### src/gasa_pkg.sv
package gasa_pkg;

    localparam int KEY_W  = 32;
    localparam int ID_W   = 31;
    localparam int DIM_W  = 12;
    localparam int LEFT_W = 13;
    localparam int TOP_W  = 15;
    localparam int BASE_W = 13;
    localparam int PAD_W  = 8;
    localparam int HGT_W  = 15;
    localparam int PENX_W = 14;
    localparam int PENY_W = 16;
    localparam int CFGI_W = 2;

    localparam int IN_TDATA_W  = 56;
    localparam int OUT_TDATA_W = 48;

    // register indexes on the configuration port
    localparam logic [CFGI_W-1:0] CFG_BASE_SIZE  = 2'd0;
    localparam logic [CFGI_W-1:0] CFG_PADDING    = 2'd1;
    localparam logic [CFGI_W-1:0] CFG_MAX_HEIGHT = 2'd2;

    localparam logic [BASE_W-1:0] BASE_SIZE_RST  = 13'd32;
    localparam logic [PAD_W-1:0]  PADDING_RST    = 8'd1;
    localparam logic [HGT_W-1:0]  MAX_HEIGHT_RST = 15'd4096;

    typedef enum logic [1:0] {
        RES_PLACED = 2'd0,
        RES_CACHED = 2'd1,
        RES_REUSED = 2'd2,
        RES_FAILED = 2'd3
    } t_res;

    typedef struct packed {
        logic [KEY_W-1:0]  key;
        logic [LEFT_W-1:0] left;
        logic [TOP_W-1:0]  top;
        logic [DIM_W-1:0]  w;
        logic [DIM_W-1:0]  h;
    } t_entry;

    typedef struct packed {
        logic key_hit;
        logic oth_fit;
    } t_cmp;

    // starting atlas width picked by the font base size
    function automatic logic [LEFT_W-1:0] base_width(input logic [BASE_W-1:0] bs);
        logic [LEFT_W-1:0] w;
        if (bs <= 13'd16) begin
            w = 13'd512;
        end else if (bs <= 13'd32) begin
            w = 13'd768;
        end else if (bs <= 13'd48) begin
            w = 13'd1024;
        end else if (bs <= 13'd64) begin
            w = 13'd1536;
        end else if (bs <= 13'd256) begin
            w = 13'd2048;
        end else begin
            w = 13'd4096;
        end
        return w;
    endfunction

    function automatic logic [HGT_W-1:0] base_height(input logic [BASE_W-1:0] bs);
        return (bs <= 13'd256) ? 15'd256 : 15'd512;
    endfunction

endpackage

### src/gasa_key_cmp.sv
module gasa_key_cmp
    import gasa_pkg::*;
(
    input  t_entry           i_entry,
    input  logic [KEY_W-1:0] i_key,
    input  logic [DIM_W-1:0] i_gw,
    input  logic [DIM_W-1:0] i_gh,
    output t_cmp             o_cmp
);

    logic [KEY_W-1:0] w_other;

    // same glyph, opposite reading direction
    assign w_other = {~i_key[KEY_W-1], i_key[KEY_W-2:0]};

    always_comb begin
        o_cmp.key_hit = (i_entry.key == i_key);
        o_cmp.oth_fit = (i_entry.key == w_other) && (i_entry.w == i_gw) && (i_entry.h == i_gh);
    end

endmodule

### config.mk
export PLATFORM = sky130hd
export DESIGN_NAME = gasa_key_cmp
export DESIGN_NICKNAME = d
export VERILOG_FILES = /design/src/gasa_pkg.sv /design/src/gasa_key_cmp.sv
export SDC_FILE = /design/constraint.sdc
export NUM_CORES = 1
export LEC_CHECK = 0
export ABC_AREA = 1
export BUFFER_PORTS_ARGS = -buffer_cell sky130_fd_sc_hd__clkbuf_2
export CAP_MARGIN = 20
export CORE_MARGIN = 5
export CORE_UTILIZATION = 32
export DETAILED_ROUTE_END_ITERATION = 16
export PLACE_DENSITY = 0.95
export SETUP_SLACK_MARGIN = 0.1
export SLEW_MARGIN = 15
export SYNTH_ARGS = -nofsm -noshare
export SYNTH_HDL_FRONTEND = slang
export SYNTH_SLANG_ARGS = --single-unit
### constraint.sdc
create_clock -name vclk -period 2.1
set_clock_uncertainty 0.15 [all_clocks]
set_input_delay 0.21 -clock vclk [all_inputs]
set_output_delay 0.21 -clock vclk [all_outputs]
set_load 0.01 [all_outputs]
# Word-level counts from Yosys, hierarchy flattened
# Index checks and enable logic that the tools add are counted.
[totals] regBits=0 input_bits=140 output_inout_bits=2
[classes] eq_ne=4 bitwise=1 reduce_logical=2
[op_table] operator="$eq 32x32->1" count=2
[op_table] operator="$eq 12x12->1" count=2
[op_table] operator="$logic_and 1x1->1" count=2
[op_table] operator="$not 1->1" count=1

# Longest topological paths before layout
# Gate-level depths: netlist (run 1).
[logic_depth] ltp_word=4 mapped_depth=9 mapped_depth_nobuf=9

# Least setup slack after synthesis (run 1)
# OpenSTA, ideal clock, no wires.
[synth_timing] kind="input port to output port" from="input i_key[14]" to="output o_cmp[1] (netlist bit)" arrival_ns=0.865 path_slack_ns=0.875 path_stages=7 n_path_buf=0 cell_sequence="xnor2_1 > nand2_1 > nor2_1 > nand2_1 > nor2_2 > inv_1 > nor2_1"
[synth_rtl] element="from (decl)" line="gasa_key_cmp.sv:5" text="input logic [KEY_W-1:0] i_key,"
[synth_rtl] element="to (decl)" line="gasa_key_cmp.sv:8" text="output t_cmp o_cmp"

==> reports/results.tsv, run 1 <==
stage	metric	value	unit
run_status	status	completed	
synthesis	synth_compound_area_frac	0	
sta	rsz0062_at_grt	no	
drt	first_pass_iters	4	
setup_path	path_cells	clkbuf_2 -> xor2_1 -> nor2_1 -> nand2_1 -> nor2_1 -> nand3_1 -> nor2_1 -> clkbuf_2	
synthesis	synth-xor-area-share	0.430	
synthesis	ys_seq_area_frac	0	
cells_and_area	instances_no_fill	313	
drt	drc_errors	0	
floorplan	die_h	61.7	um
power_and_ir_drop	powerDensity	171	mW/mm^2
setup_path	worstPathRequired	1.74	ns
place	dpl_worst_slack	0.586	ns
floorplan	start_util	0.339	
sta	relSlewSlack	0.877	
floorplan	io_pins	142	
cells_and_area	layout_commonest_cell	clkbuf_2	
floorplan	fp.dieW	61.7	um
synthesis	ys.warnings.count	0	
sta	hold_ws	0.780	ns
clocking	cts_resized	0	
cells_and_area	area_growth	71.2	%
synthesis	synthAdderAreaFrac	0	
setup_path	worstPathArrival	1.11	ns
setup_path	critPathMostFrequentCell	nor2_1	
global_route	grt.total_usage	0.136	
sta	setup_tns	0	ns
sta	drv_slew	0	
setup_path	startpoint_type	input port	
min_path	min_from	i_entry[62]	
min_path	whs_endpoint	o_cmp[0]	
sta	tightest_slew	0.184	ns
synthesis	yosysTopAreaCell	nand2_1	
place	dp_cells	313	
cells_and_area	fillers	270	
cells_and_area	n_antenna_cell	0	
place	port_buffers	114	
synthesis	synth_cells	169	
place	gp_congestion	0.651	
synthesis	synth-simple-area-share	0.451	
synthesis	syn_area_per_cell	5.06	um^2
place	hpwl	2820	um
setup_path	worstPathMaxFanout	2	
global_route	grt.overflow.total	0	
synthesis	synth_top_area_frac	0.281	
sta	min_period	1.47	ns
drt	viasPerCell	4.11	
min_path	hold_class	input port to output port	
drt	drt_iter0_markers	27	
cells_and_area	fin_nets	425	
cells_and_area	clkbuf_count	0	
cells_and_area	final_core_util	0.580	
cells_and_area	regArea	0	um^2
synthesis	muxShareOfSynthArea	0	
flow_run	maxCapViolCount	0	
floorplan	die-area	0.00380	mm^2
cells_and_area	final_cell_mix	clkbuf_2 (114), nand2_1 (64), nor2_1 (32), inv_1 (27), xnor2_1 (26)	
sta	setup_viol	0	
synthesis	synth_area	855	um^2
setup_path	cp-end-kind	output port	
global_route	grt_pass1_vias	1194	
cells_and_area	drive_gt1_frac	0.410	
global_route	antenna_found_initial	0	
cells_and_area	seq_cell_count	0	
setup_path	path_class	input port to output port	
power_and_ir_drop	ir_drop	0.123	mV
setup_path	max_stage_delay	0.18	ns
clocking	post_cts_buffers	0	
sta	fmax	0.679	GHz
sta	fin_crit_sh	0.702	
drt	routed-via-count	1285	
drt	wirelength	2810	um
sta	setup_ws	0.626	ns
setup_path	slowest_stage	nor2_1	
power_and_ir_drop	p_leak	0.931	nW
floorplan	rows	18	
global_route	grt_max_degree	3	
global_route	grt_first_pass_wirelength	4170	um
drt	postRouteAntennaNets	0	
floorplan	core	0.00252	mm^2
synthesis	syn_nets	309	
min_path	hold_depth	9	
drt	wl_per_cell	8.98	um
synthesis	synth_cell_types	8	
synthesis	synth_top_family_by_area	simple AND/OR/NAND/NOR gates	
synthesis	yosys-top-cells-area	nand2_1 (28%), xnor2_1 (27%), xor2_1 (16%)	
sta	hold_violations	0	
clocking	cts_hold_buf	0	
how the worst max path moves through the flow:
stage | from | to | slack (ns) | cells past startpoint
2_1_floorplan | i_key[14] | o_cmp[1] | 0.88 | 7
3_3_place_gp | i_key[29] | o_cmp[0] | 0.59 | 8
3_5_place_dp | i_key[22] | o_cmp[0] | 0.59 | 8
4_1_cts | i_key[29] | o_cmp[0] | 0.58 | 8
5_1_grt | i_key[29] | o_cmp[0] | 0.47 | 8
6_report | i_key[29] | o_cmp[0] | 0.63 | 8
Yosys cell counts, drive strengths merged:
cell and n:
inv 27, nand2 64, nand3 1, nand3b 1, nor2 34, xnor2 26
xor2 16
logic make-up after synthesis:
family / count (synthesis)
buffers and inverters: 27
XOR/XNOR: 42
AND/OR/NAND/NOR: 100
layer usage:
layer  global-route usage  up-vias  wire, um
met5                    0        -         0
met4                    0        0         0
met3              0.00839        0       272
met2                0.302       47      1700
met1                0.142      523       837
li1                     -      715         -
where the power goes:
part / leakage [nW] / switching [W] / total [W] / internal [W]
clock: 0 / 0 / 0 / 0
combinational: 0.931 / 0.000105 / 0.000251 / 0.000146
sequential: 0 / 0 / 0 / 0
critical path: cells and delay by family:
kind | cells | cell delay [ns]
and+or+nand+nor | 5 | 0.52
xor gates and xnor gates | 1 | 0.15
buffers and inverters | 2 | 0.23
per-stage QoR:
step | cell area, um^2 | power, W
finish | 1460 | 0.000251
global placement | 1460 | 0.000244
CTS | 1460 | 0.000255
global route | 1460 | 0.000285
detailed placement | 1460 | 0.000254
floorplan | 855 | 0.000119
final cells by class:
| cell class | instances | area (um^2) | area share |
|---|---|---|---|
| inverter | 27 | 101 | 0.0693 |
| multi-input combinational | 142 | 753 | 0.515 |
| tap | 30 | 37.5 | 0.0257 |
| timing repair buffer | 114 | 571 | 0.390 |
(Power assumes the default switching activity.)
==> inputs of run 2 (changes only) <==
--- a/config.mk
+++ b/config.mk
@@ -9,9 +9,9 @@
 export BUFFER_PORTS_ARGS = -buffer_cell sky130_fd_sc_hd__clkbuf_2
 export CAP_MARGIN = 20
 export CORE_MARGIN = 5
-export CORE_UTILIZATION = 32
+export CORE_UTILIZATION = 29
 export DETAILED_ROUTE_END_ITERATION = 16
-export PLACE_DENSITY = 0.95
+export PLACE_DENSITY = 0.88
 export SETUP_SLACK_MARGIN = 0.1
 export SLEW_MARGIN = 15
 export SYNTH_ARGS = -nofsm -noshare
==> constraint.sdc (replaced) <==
create_clock -name vclk -period 1.5
set_clock_uncertainty 0.15 [all_clocks]
set_input_delay 0.15 -clock vclk [all_inputs]
set_output_delay 0.15 -clock vclk [all_outputs]
set_load 0.01 [all_outputs]
==> run 2 against run 1 <==
Net effect:
- setup slack got worse by 0.48 ns
- hold slack worse by 0.11 ns
- via count up 2.7%
- cell area increased by 2.4%
- first-iteration DRC count is 22% lower
- die area increased by 8.6%
- sequential share of layout area unchanged
==> reports/results.tsv, run 2 (same netlist as run 1, synthesis figures left out) <==
stage	metric	value	unit
power_and_ir_drop	p_leak	0.951	nW
setup_path	slowest_stage	nor2_1	
floorplan	core	0.00278	mm^2
drt	drc_errors	0	
sta	setup_viol	0	
cells_and_area	final_cell_mix	clkbuf_2 (111), nand2_1 (64), nor2_1 (30), inv_1 (27), xnor2_1 (23)	
sta	fmax	0.737	GHz
cells_and_area	clkbuf_count	0	
setup_path	crit_path_start	i_key[19]	
drt	wirelength	2890	um
floorplan	die_h	64.3	um
min_path	min_from	i_entry[62]	
drt	postRouteAntennaNets	0	
sta	hold_violations	0	
global_route	grt_first_pass_wirelength	4710	um
cells_and_area	fillers	310	
global_route	grt_max_degree	3	
cells_and_area	multi_input_area	781	um^2
run_status	status	completed	
drt	wl_per_cell	9.22	um
setup_path	path_cells	clkbuf_2 -> xor2_1 -> nor2_1 -> nand2_1 -> nor2_1 -> nand3_1 -> nor2_1 -> buf_2	
drt	routed-via-count	1320	
place	port_buffers	114	
cells_and_area	seq_cell_count	0	
power_and_ir_drop	ir_drop	0.163	mV
setup_path	max_stage_delay	0.18	ns
min_path	hold_class	input port to output port	
cells_and_area	fin_nets	425	
sta	drv_slew	0	
floorplan	io_pins	142	
setup_path	worstPathMaxFanout	2	
place	hpwl	2850	um
cells_and_area	layout_commonest_cell	clkbuf_2	
sta	setup_ws	0.143	ns
place	dpl_worst_slack	0.120	ns
cells_and_area	area_growth	75.3	%
place	gp_congestion	0.799	
sta	tightest_slew	0.192	ns
floorplan	start_util	0.307	
setup_path	critPathMostFrequentCell	nor2_1	
sta	fin_crit_sh	0.905	
setup_path	worstPathArrival	1.06	ns
setup_path	worstPathRequired	1.20	ns
floorplan	die-area	0.00413	mm^2
setup_path	cp-end-kind	output port	
global_route	grt.overflow.total	0	
setup_path	crit_buf_inv	2	
cells_and_area	drive_gt1_frac	0.428	
global_route	antenna_found_initial	0	
sta	setup_tns	0	ns
sta	rsz0062_at_grt	yes	
drt	drt_iter0_markers	21	
cells_and_area	n_antenna_cell	0	
min_path	whs_endpoint	o_cmp[1]	
clocking	post_cts_buffers	0	
cells_and_area	regArea	0	um^2
floorplan	fp.dieW	64.3	um
min_path	hold_depth	9	
setup_path	cpLargestDelayFamily	simple AND/OR/NAND/NOR gates	
sta	hold_ws	0.674	ns
power_and_ir_drop	powerDensity	242	mW/mm^2
floorplan	rows	19	
drt	viasPerCell	4.20	
sta	relSlewSlack	0.871	
global_route	grt_pass1_vias	1290	
global_route	grt.total_usage	0.129	
setup_path	startpoint_type	input port	
sta	min_period	1.36	ns
drt	first_pass_iters	3	
setup_path	path_class	input port to output port	
flow_run	maxCapViolCount	0	
==> run 2: cell count changes in the layout (fill, tap and decap cells not counted), sizes merged <==
| cell | previous run | this run |
|---|---|---|
| clkbuf | 114 | 111 |
| buf | 0 | 3 |
==> run 2: worst max-delay path by stage <==
stage	to	slack, ns	cells after the start
2_1_floorplan	o_cmp[1]	0.40	7
3_3_place_gp	o_cmp[1]	0.13	8
3_5_place_dp	o_cmp[0]	0.12	8
4_1_cts	o_cmp[0]	0.12	8
5_1_grt	o_cmp[1]	0.04	9
6_report	o_cmp[0]	0.14	8
==> run 2: cell type report <==
cell class         instances  area share
repair buffers           114       0.385
multi-input cells        142       0.521
inverters                 27      0.0677
well taps                 31      0.0259
==> run 2: routing by layer <==
metal | part of all wire | vias up | GRT usage
met5 | 0 | - | 0
met3 | 0.10 | 2 | 0.0193
li1 | - | 711 | -
met4 | 0.0059 | 0 | 0.0127
met1 | 0.32 | 552 | 0.134
met2 | 0.57 | 55 | 0.271
==> run 2: through the flow <==
stage          total power, W  utilization  cell area, um^2  instances
6_report             0.000362        0.538             1500        314
5_1_grt              0.000414        0.538             1500        314
4_1_cts              0.000356        0.526             1460        314
3_5_place_dp         0.000354        0.526             1460        314
3_3_place_gp         0.000342        0.526             1460        314
2_1_floorplan        0.000167            -              855        169
==> run 2: where the power goes <==
part	internal, W	switching [W]	leakage [nW]	total (W)
Sequential	0	0	0	0
Clock	0	0	0	0
Combinational	0.000212	0.000151	0.951	0.000362
Total	0.000212	0.000151	0.951	0.000362
==> run 2: repair_timing <==
item / in CTS / in global routing
resized for setup: 0 / 9
endpoints found under the setup margin: 0 / 2
hold buffers: 0 / 0
